[src/design/pkf2d_pkg.sv]
// shared types, codes and fixed-point helpers for the 2d position kalman filter
// no dependencies
package pkf2d_pkg;

  // sequencer states
  typedef enum logic [3:0] {
    ST_IDLE,
    ST_PRED,
    ST_SUM,
    ST_MUL1,
    ST_MUL2,
    ST_MUL3,
    ST_EVAL,
    ST_DIV,
    ST_COMMIT,
    ST_OUT
  } state_e;

  // multiply jobs, run in this order
  typedef enum logic [3:0] {
    JOB_DET,
    JOB_M00,
    JOB_M01,
    JOB_M10,
    JOB_M11,
    JOB_PLAT,
    JOB_PLON,
    JOB_C00,
    JOB_C01,
    JOB_C10,
    JOB_C11
  } job_e;

  // configuration register indexes
  typedef enum logic [2:0] {
    REG_QLAT,
    REG_QLON,
    REG_QX,
    REG_RLAT,
    REG_RLON,
    REG_RX,
    REG_PINIT
  } cfg_reg_e;

  localparam int CfgIdxW = 3;
  localparam int DivW    = 64;  // gain numerator and determinant magnitude
  localparam int QuotW   = 31;  // gain magnitude

  localparam logic [30:0] QLatRst  = 31'd65536;
  localparam logic [30:0] QLonRst  = 31'd65536;
  localparam logic [31:0] QxRst    = 32'd0;
  localparam logic [30:0] RLatRst  = 31'd32768;
  localparam logic [30:0] RLonRst  = 31'd32768;
  localparam logic [31:0] RxRst    = 32'd0;
  localparam logic [30:0] PInitRst = 31'd65536000;

  localparam logic signed [66:0] Max32 = 67'sd2147483647;
  localparam logic signed [66:0] Min32 = -67'sd2147483648;

  function automatic logic signed [31:0] sat32(input logic signed [66:0] v);
    logic signed [31:0] r;
    if (v > Max32) begin
      r = 32'sh7FFF_FFFF;
    end else if (v < Min32) begin
      r = 32'sh8000_0000;
    end else begin
      r = v[31:0];
    end
    return r;
  endfunction

  // floor((v + 2^29) / 2^30)
  function automatic logic signed [66:0] rnd30(input logic signed [66:0] v);
    logic signed [66:0] t;
    t = v + (67'sd1 <<< 29);
    return t >>> 30;
  endfunction

  function automatic logic signed [66:0] sx67(input logic signed [31:0] v);
    return {{35{v[31]}}, v};
  endfunction

  function automatic logic signed [66:0] ux67(input logic [30:0] v);
    return {36'd0, v};
  endfunction

endpackage

[src/design/pkf2d_div.sv]
// restoring divider for the kalman gain: floor(num * 2^30 / den), saturated
// uses pkf2d_pkg
module pkf2d_div import pkf2d_pkg::*; (
  input  logic              clk_i,
  input  logic              rst_ni,
  input  logic              start_i,
  input  logic [DivW-1:0]   num_i,
  input  logic [DivW-1:0]   den_i,
  output logic              done_o,
  output logic [QuotW-1:0]  quot_o
);

  localparam int CntW = $clog2(QuotW);

  logic              busy_q, done_q;
  logic [CntW-1:0]   cnt_q;
  logic [DivW:0]     rem_q;
  logic [DivW-1:0]   den_q;
  logic [QuotW-1:0]  quot_q;
  logic              fits;
  logic [DivW:0]     rem_n;
  logic              ovf;

  // quotient reaches 2^31 exactly when num >= 2 * den
  assign ovf   = {1'b0, num_i} >= {den_i, 1'b0};
  assign fits  = rem_q >= {1'b0, den_q};
  assign rem_n = fits ? (rem_q - {1'b0, den_q}) : rem_q;

  always_ff @(posedge clk_i or negedge rst_ni) begin
    if (!rst_ni) begin
      busy_q <= 1'b0;
      done_q <= 1'b0;
      cnt_q  <= '0;
    end else begin
      done_q <= 1'b0;
      if (start_i) begin
        busy_q <= !ovf;
        done_q <= ovf;
        cnt_q  <= '0;
      end else if (busy_q) begin
        cnt_q <= cnt_q + 1'b1;
        if (cnt_q == CntW'(QuotW - 1)) begin
          busy_q <= 1'b0;
          done_q <= 1'b1;
        end
      end
    end
  end

  always_ff @(posedge clk_i) begin
    if (start_i) begin
      rem_q  <= {1'b0, num_i};
      den_q  <= den_i;
      quot_q <= ovf ? {QuotW{1'b1}} : '0;
    end else if (busy_q) begin
      rem_q  <= {rem_n[DivW-1:0], 1'b0};
      quot_q <= {quot_q[QuotW-2:0], fits};
    end
  end

  assign done_o = done_q;
  assign quot_o = quot_q;

endmodule

[config.mk]
export PLATFORM = sky130hd
export DESIGN_NAME = pkf2d_div
export DESIGN_NICKNAME = d
export VERILOG_FILES = /design/src/design/pkf2d_pkg.sv /design/src/design/pkf2d_div.sv
export SDC_FILE = /design/constraint.sdc
export NUM_CORES = 1
export LEC_CHECK = 0
export ABC_AREA = 1
export ABC_CLOCK_PERIOD_IN_PS = 3700
export BUFFER_PORTS_ARGS = -buffer_cell sky130_fd_sc_hd__buf_4
export CELL_PAD_IN_SITES_DETAIL_PLACEMENT = 2
export CELL_PAD_IN_SITES_GLOBAL_PLACEMENT = 2
export CORE_MARGIN = 2
export CORE_UTILIZATION = 34
export DETAILED_ROUTE_END_ITERATION = 10
export HOLD_SLACK_MARGIN = 0.12
export PLACE_DENSITY_LB_ADDON = 0.08
export SLEW_MARGIN = 10
export SYNTH_ARGS = -nofsm -noshare
export SYNTH_HDL_FRONTEND = slang
export SYNTH_SLANG_ARGS = --single-unit
[constraint.sdc]
create_clock -name clk_i -period 3.7 [get_ports clk_i]
set_input_delay 0.37 -clock clk_i [delete_from_list [all_inputs] [get_ports clk_i]]
set_output_delay 0.37 -clock clk_i [all_outputs]
set_load 0.02 [all_outputs]
==> summary.txt, run 1 <==
number of cells on the worst reg-to-reg path - 12
Slew @ Worst Pin - 0.937 ns
met3 Use GR - 4.67%
routed vias/inst - 5.01
global routing usage on met1 - 36.8%
post-synthesis compound-gate area fraction - 3.57%
largest family of logic cells by synthesized area - simple AND/OR/NAND/NOR gates
Fin Clk Skew - 0.0241 ns
Final min period - 3.50 ns
GR Util met2 - 52.2%
Max Cap Violations - 0
RSZ-0062 raised after global routing - no
worst reg2reg startpoint - rem_q[52]
sequential element share of the synthesized area - 32.3%
HPWL Detailed - 54.3 mm
Top cell by count, worst path - nand2_1
EDFF count, synth - 159
Core Rows - 77
switching pwr - 5590 uW
crit path from - den_i[62]
synth warn - 0
CTS tree - done
Clock transition at path regs - 0.08 ns
Avg WL per Cell - 21.5 um
Async SR Flop Fraction - 4.19%
peak supply drop - 0.425 mV
Power Dens Cells - 608 nW/um2
clock power share - 17.0%
initial core utilization - 34.6%
Post-Synth XOR/XNOR Area - 1.77%
Area after DPL - 17100 um2
Mapped Nets - 2575
grt total ovfl - 0
Int Pwr - 5590 uW
crit share post-route - 94.7%
Root Buffer Master - clkbuf_16
Synth Area per Inst - 6.64 um2
Fmax - 0.286 GHz
Switching Share - 50.0%
max_slew headroom - 37.6%
post-synthesis cell count - 2314
Worst Setup Start Kind - input port
Setup-failing EPs final - 0
Clock Sinks - 167
Slew Viols, Final - 0
slack of the worst reg-to-reg path - 0.22 ns
worst path bufs/invs - 5
crit path DAT - 3.87 ns
Comb pwr share - 58.2%
P&R area growth vs syn - 19.6%
final core utilization - 41.4%
IO Count - 163
total stage count of the critical path - 15
TritonCTS Buffers - 17
Flop pwr share - 24.9%
fin nets - 2790
run status - finished clean
Fin Hold WS - 0.156 ns
main flop type after synthesis - edfxtp_1
initial DRC count - 788
number of I/O port buffers - 162
Yosys reg bits - 167
Worst EP required - 4.07 ns
CP Class - in2reg
slowest cell on the critical path - nor4_1
gpl congestion - 0.904
Horiz. Die Dim - 217 um
crit path capture type - register
finished layout cell area - 18400 um2
Final ANT Viol Nets - 0
H-tree Lvls - 4
fin cells - 3135
Max stage delay on crit path - 0.65 ns
Post-route DRC - 0
mux contribution to synthesized area - 0%
hold crit path type - in2reg
Cells after DPL - 3037
vias post-DR - 15700
Hold Vio Cnt, Final - 0
Simple-Gate Fraction of Synth Area - 37.9%
adder-cell area share of the yosys netlist - 10.6%
Die ar. - 46900 um2
Skew-Pair Late Insertion Delay - 0.51 ns
Cell Area, Synth - 15400 um2
Leak Pwr - 0.0100 uW
vias in the first global route - 17800
Synth cell types - 39
router iterations before antenna repair - 5
postcts setup bufs - 0
crit path capture - quot_o[26]
global-route wire length before repair - 104 mm
Max Root-Sink Buffers - 2
CP Cell Sequence - dlygate4sd3_1 > buf_4 > inv_1 > ha_1 > inv_1 > nor2_1 > nand3_1 > nor2_1 > nand4_1 > nor4_1 > nand2_1 > nand2_1 > nand2_1 > buf_4 > nand2_1
R2R Path End - rem_q[53]
setup TNS - 0 ns
hold path depth - 3
ratio of cells with drive above 1 in the final layout - 9.80%
GRT Overall Usage - 29.5%
core area - 44400 um2
critical path's top delay family - simple AND/OR/NAND/NOR gates
CP max FO - 32
Die H - 217 um
most used routing layer - met2
initial antenna violation count - 1
WL final - 67.4 mm
largest net degree at the start of global routing - 70
-- metrics by stage --
stage          setup slack [ns]  total power, uW
2_1_floorplan             0.693             7010
3_3_place_gp              0.304             8970
3_5_place_dp              0.180             9200
4_1_cts                   0.120            11200
5_1_grt                  0.0296            12100
6_report                  0.198            11200
-- per-layer routing --
metal  wire [um]  vias up
met5           0        -
met4        1740        0
met3        2250       76
met2       33000      258
met1       30400     7770
li1            -     7593
-- worst min-delay path, cell delays in order --
cell     delay, ns
buf_4         0.09
nand2_1       0.04
nand2_1       0.05
-- sequential cells by signal, summed over array words and instances (netlist names) --
signal,flops
cnt_q,5
rem_q,65
quot_o,31
den_q,64
done_o,1
busy_q,1
-- cell usage after synthesis, types with 16 or more instances --
library cell / number / area share [%]
ha_1: 129 / 10
clkbuf_1: 16 / 0.39
nor2_1: 122 / 3.0
edfxtp_1: 159 / 31
nand2_1: 941 / 23
inv_1: 465 / 11
nand3_1: 128 / 4.2
nand4_1: 21 / 0.85
a21oi_1: 76 / 2.5
xnor2_1: 31 / 1.8
nand3b_1: 84 / 4.1
buf_6: 19 / 1.4
-- cells in the final DEF (no fill, tap or decap), types with 17 or more instances in the layout --
master         instances
edfxtp_1             159
nand4_1               21
nor2_1               122
nand2_1              941
buf_4                170
a21oi_1               76
nand3_1              128
clkbuf_16             17
ha_1                 129
xnor2_1               31
dlygate4sd3_1         65
inv_1                464
nand3b_1              84
-- power groups by stage --
stage | combinational [uW] | sequential, uW | clock, uW
after floorplan | 4220 | 2790 | 0
after global placement | 6190 | 2790 | 0
after detailed placement | 6400 | 2800 | 0
after CTS | 6520 | 2770 | 1930
after global routing | 7270 | 2820 | 1990
final | 6510 | 2780 | 1890
-- worst min path at each step --
stage	startpoint	endpoint	slack (ns)
3_3_place_gp	rst_ni	done_o	0.19
3_5_place_dp	rst_ni	done_o	0.19
6_report	num_i[9]	rem_q[9]	0.16
5_1_grt	num_i[8]	rem_q[8]	0.15
2_1_floorplan	rst_ni	busy_q	0.07
4_1_cts	num_i[0]	rem_q[0]	0.12
-- cells by family after synthesis --
| logic type | count (synthesis) |
|---|---|
| fa+ha+maj | 130 |
| xor+xnor | 31 |
| compound gates | 103 |
| buf+inv | 523 |
| simple gates | 1360 |
| flops | 167 |
-- cell type report --
type                            instances  area (um2)
Fill cell                            5412       26000
Multi-Input combinational cell       1624        8280
Sequential cell                       167        4970
Timing Repair Buffer                  239        2000
Inverter                              480        1800
Tap cell                              592         741
Clock buffer                           18         429
Clock inverter                         14         154
Antenna cell                            1        2.50
-- what timing repair did --
item                                   4_1_cts  5_1_grt
hold buffers                                65        0
endpoints found under the hold margin       71        0
gates resized for setup                      0        1
setup endpoints to repair                    0        1
No activity file was read; power rests on OpenSTA's default activity.
==> inputs of run 2 (changes only) <==
--- a/config.mk
+++ b/config.mk
@@ -5,13 +5,12 @@
 export SDC_FILE = /design/constraint.sdc
 export NUM_CORES = 1
 export LEC_CHECK = 0
-export ABC_AREA = 1
 export ABC_CLOCK_PERIOD_IN_PS = 3700
 export BUFFER_PORTS_ARGS = -buffer_cell sky130_fd_sc_hd__buf_4
 export CELL_PAD_IN_SITES_DETAIL_PLACEMENT = 2
 export CELL_PAD_IN_SITES_GLOBAL_PLACEMENT = 2
 export CORE_MARGIN = 2
-export CORE_UTILIZATION = 34
+export CORE_UTILIZATION = 37
 export DETAILED_ROUTE_END_ITERATION = 10
 export HOLD_SLACK_MARGIN = 0.12
 export PLACE_DENSITY_LB_ADDON = 0.08
==> run 2 against run 1 <==
Net effect: combinational power rose by 10%; maximum frequency fell by 1.9%; cell count fell by 34%; sequential cell count did not move; count of clock-buffer cells in the layout fell by 1; setup slack got worse by 0.067 ns; clock power barely moved; via count fell by 27%; die area fell by 24%; sequential share of layout area rose by 4.0 points; utilization rose by 6.1 points; largest power group unchanged; first-iteration DRC count fell by 34%; critical path type is now reg2reg.
==> summary.txt, run 2 <==
gpl congestion - 0.865 (-4.3%)
crit share post-route - 96.5% (+1.8 points)
TritonCTS Buffers - 17 (unchanged)
diode count - 0 (-1)
main flop type after synthesis - edfxtp_1
Worst EP required - 3.92 ns (-0.15 ns)
routed vias/inst - 5.49 (+9.6%)
vias post-DR - 11400 (-27%)
Leak Pwr - 0.00732 uW (-27%)
Final min period - 3.57 ns (+0.0669 ns)
commonest non-fill, non-tap cell in the layout - buf_4
Die H - 189 um (-13%)
finished layout cell area - 16000 um2 (-13%)
Core Rows - 67 (-13%)
router iterations before antenna repair - 7 (+2)
Fin Hold WS - 0.197 ns (+0.0413 ns)
initial antenna violation count - 0 (-1)
Horiz. Die Dim - 189 um (-13%)
run status - finished clean
Async SR Flop Fraction - 4.19% (unchanged)
Synth Area per Inst - 9.22 um2 (+39%)
Post-route DRC - 0 (unchanged)
hold crit path type - in2reg
post-synthesis cell count - 1380 (-40%)
GRT Overall Usage - 25.2% (-4.3 points)
global-route wire length before repair - 70.2 mm (-33%)
most used routing layer - met2
met3 Use GR - 3.30% (-1.4 points)
Cell Area, Synth - 12700 um2 (-17%)
initial core utilization - 37.8% (+3.1 points)
Comb pwr share - 59.1% (+0.9 points)
WL final - 45.0 mm (-33%)
EDFF count, synth - 159 (unchanged)
Post-synth top cells - inv_1, a21oi_1, edfxtp_1
Synth top area share - 37.5% (+6.5 points)
top-count cell post-synth - inv_1
crit path setup slack, layout - 0.131 ns (-0.0669 ns)
Yosys reg bits - 167 (unchanged)
pre-CTS WS - -0.00820 ns (-0.188 ns)
Setup-failing EPs final - 0 (unchanged)
Max Cap Violations - 0 (unchanged)
grt total ovfl - 0 (unchanged)
largest net degree at the start of global routing - 69 (-1.4%)
sequential element share of the synthesized area - 39.1% (+6.7 points)
slack of the worst reg-to-reg path - 0.13 ns (-0.09 ns)
Mapped Nets - 1641 (-36%)
CP max FO - 4 (-88%)
Switching Share - 45.6% (-4.4 points)
Slew @ Worst Pin - 0.824 ns (-0.113 ns)
H-tree Lvls - 4 (unchanged)
initial DRC count - 517 (-34%)
commonest non-fill, non-tap cells in the layout - buf_4, inv_1, edfxtp_1
switching pwr - 5520 uW (-1.1%)
Flop pwr share - 25.1% (+0.2 points)
largest reg by FF count - rem_q
Clock transition at path regs - 0.08 ns (about the same)
Largest register FFs - 65 (unchanged)
Avg WL per Cell - 21.6 um (+0.52%)
synth warn - 0 (unchanged)
GR Util met2 - 43.8% (-8.4 points)
max_slew headroom - 45.1% (+7.5 points)
clock power share - 15.9% (-1.1 points)
HPWL Detailed - 33.5 mm (-38%)
global routing usage on met1 - 33.0% (-3.7 points)
Final ANT Viol Nets - 0 (unchanged)
Root Buffer Master - clkbuf_16
Skew-Pair Late Insertion Delay - 0.46 ns (-0.05 ns)
peak supply drop - 0.476 mV (+12%)
Hold Vio Cnt, Final - 0 (unchanged)
fin nets - 1881 (-33%)
post-synth top area cell - edfxtp_1
Area after DPL - 14600 um2 (-15%)
vias in the first global route - 12600 (-29%)
Synth cell types - 83 (+110%)
crit path DAT - 3.79 ns (-0.08 ns)
Max Root-Sink Buffers - 2 (unchanged)
core area - 33700 um2 (-24%)
Die ar. - 35900 um2 (-24%)
Worst Setup Start Kind - register
final core utilization - 47.5% (+6.1 points)
Fmax - 0.280 GHz (-1.9%)
crit path capture type - register
CTS tree - done
Power Dens Cells - 758 nW/um2 (+25%)
Int Pwr - 6600 uW (+18%)
ratio of cells with drive above 1 in the final layout - 17.7% (+7.9 points)
Clock Sinks - 167 (unchanged)
setup TNS - 0 ns (unchanged)
number of I/O port buffers - 162 (unchanged)
IO Count - 163 (unchanged)
CP Class - reg2reg
P&R area growth vs syn - 25.8%
Slew Viols, Final - 0 (unchanged)
ranking of synthesized cells by area - edfxtp_1, ha_1, a21oi_1
Fin Clk Skew - 0.0133 ns (-0.0108 ns)
run 2: cell types whose count changed after synthesis, moves of 26 or more:
cell / previous run / this run
xor2_1: 0 / 26
a21o_1: 3 / 65
inv_1: 465 / 181
a21oi_1: 76 / 159
nand3_1: 128 / 20
nand2_1: 941 / 69
nand3b_1: 84 / 2
o21ai_0: 13 / 98
run 2: cell type report:
cell class / count / area (um2)
clock buffer: 17 / 425
clock inverter: 15 / 181
fill: 3642 / 17700
inverter: 181 / 679
multi-input combinational: 970 / 6830
sequential: 167 / 4970
tap: 448 / 561
timing repair buffer: 283 / 2350
run 2: layer usage:
layer,vias up,routed length (um)
li1,5461,-
met1,5726,20800
met2,189,22100
met3,39,1300
met4,0,737
met5,-,0
run 2: what timing repair did:
item,4_1_cts,5_1_grt
cloned,0,1
hold endpoints to repair,71,0
hold buffers,65,0
setup endpoints to repair,4,94
resized for setup,2,27
pin swaps,1,7
setup buffers,1,4
run 2: per-stage QoR:
| stage | power [uW] | instances |
|---|---|---|
| 2_1_floorplan | 7690 | 1380 |
| 3_3_place_gp | 9590 | 1978 |
| 3_5_place_dp | 9830 | 1978 |
| 4_1_cts | 11900 | 2076 |
| 5_1_grt | 13000 | 2081 |
| 6_report | 12100 | 2081 |
run 2: worst paths after layout:
path                              to  cells after the start      start
max                        rem_q[54]                     11  rem_q[29]
min                        rem_q[62]                      2  num_i[62]
max reg2reg                rem_q[54]                     11  rem_q[29]
min reg2reg                rem_q[64]                      1  rem_q[63]
max in group asynchronous   cnt_q[0]                      2     rst_ni
min in group asynchronous     done_o                      2     rst_ni
run 2: kinds of logic after synthesis:
family	synth area share, %
compound gates	21.9
simple gates	12.4
buf+inv	8.55
flops	39.1
fa+ha+maj	12.8
xor+xnor	3.85
mux	1.35
run 2: critical path, stage by stage (launching register included):
cell      delay (ns)
edfxtp_1        0.41
ha_1            0.38
nand2_1         0.10
or3_1           0.43
or3_4           0.43
a211oi_4        0.27
nor2_1          0.12
o21ba_4         0.26
o31ai_4         0.32
a311o_2         0.23
xor2_1          0.07
a221o_1         0.32
run 2: power by group through the flow:
stage / Clock, uW / Combinational, uW / Sequential, uW
after global routing: 2010 / 7860 / 3100
after global placement: 0 / 6550 / 3040
after floorplan: 0 / 4660 / 3030
after detailed placement: 0 / 6780 / 3050
final: 1920 / 7160 / 3040
after CTS: 1960 / 6950 / 3030
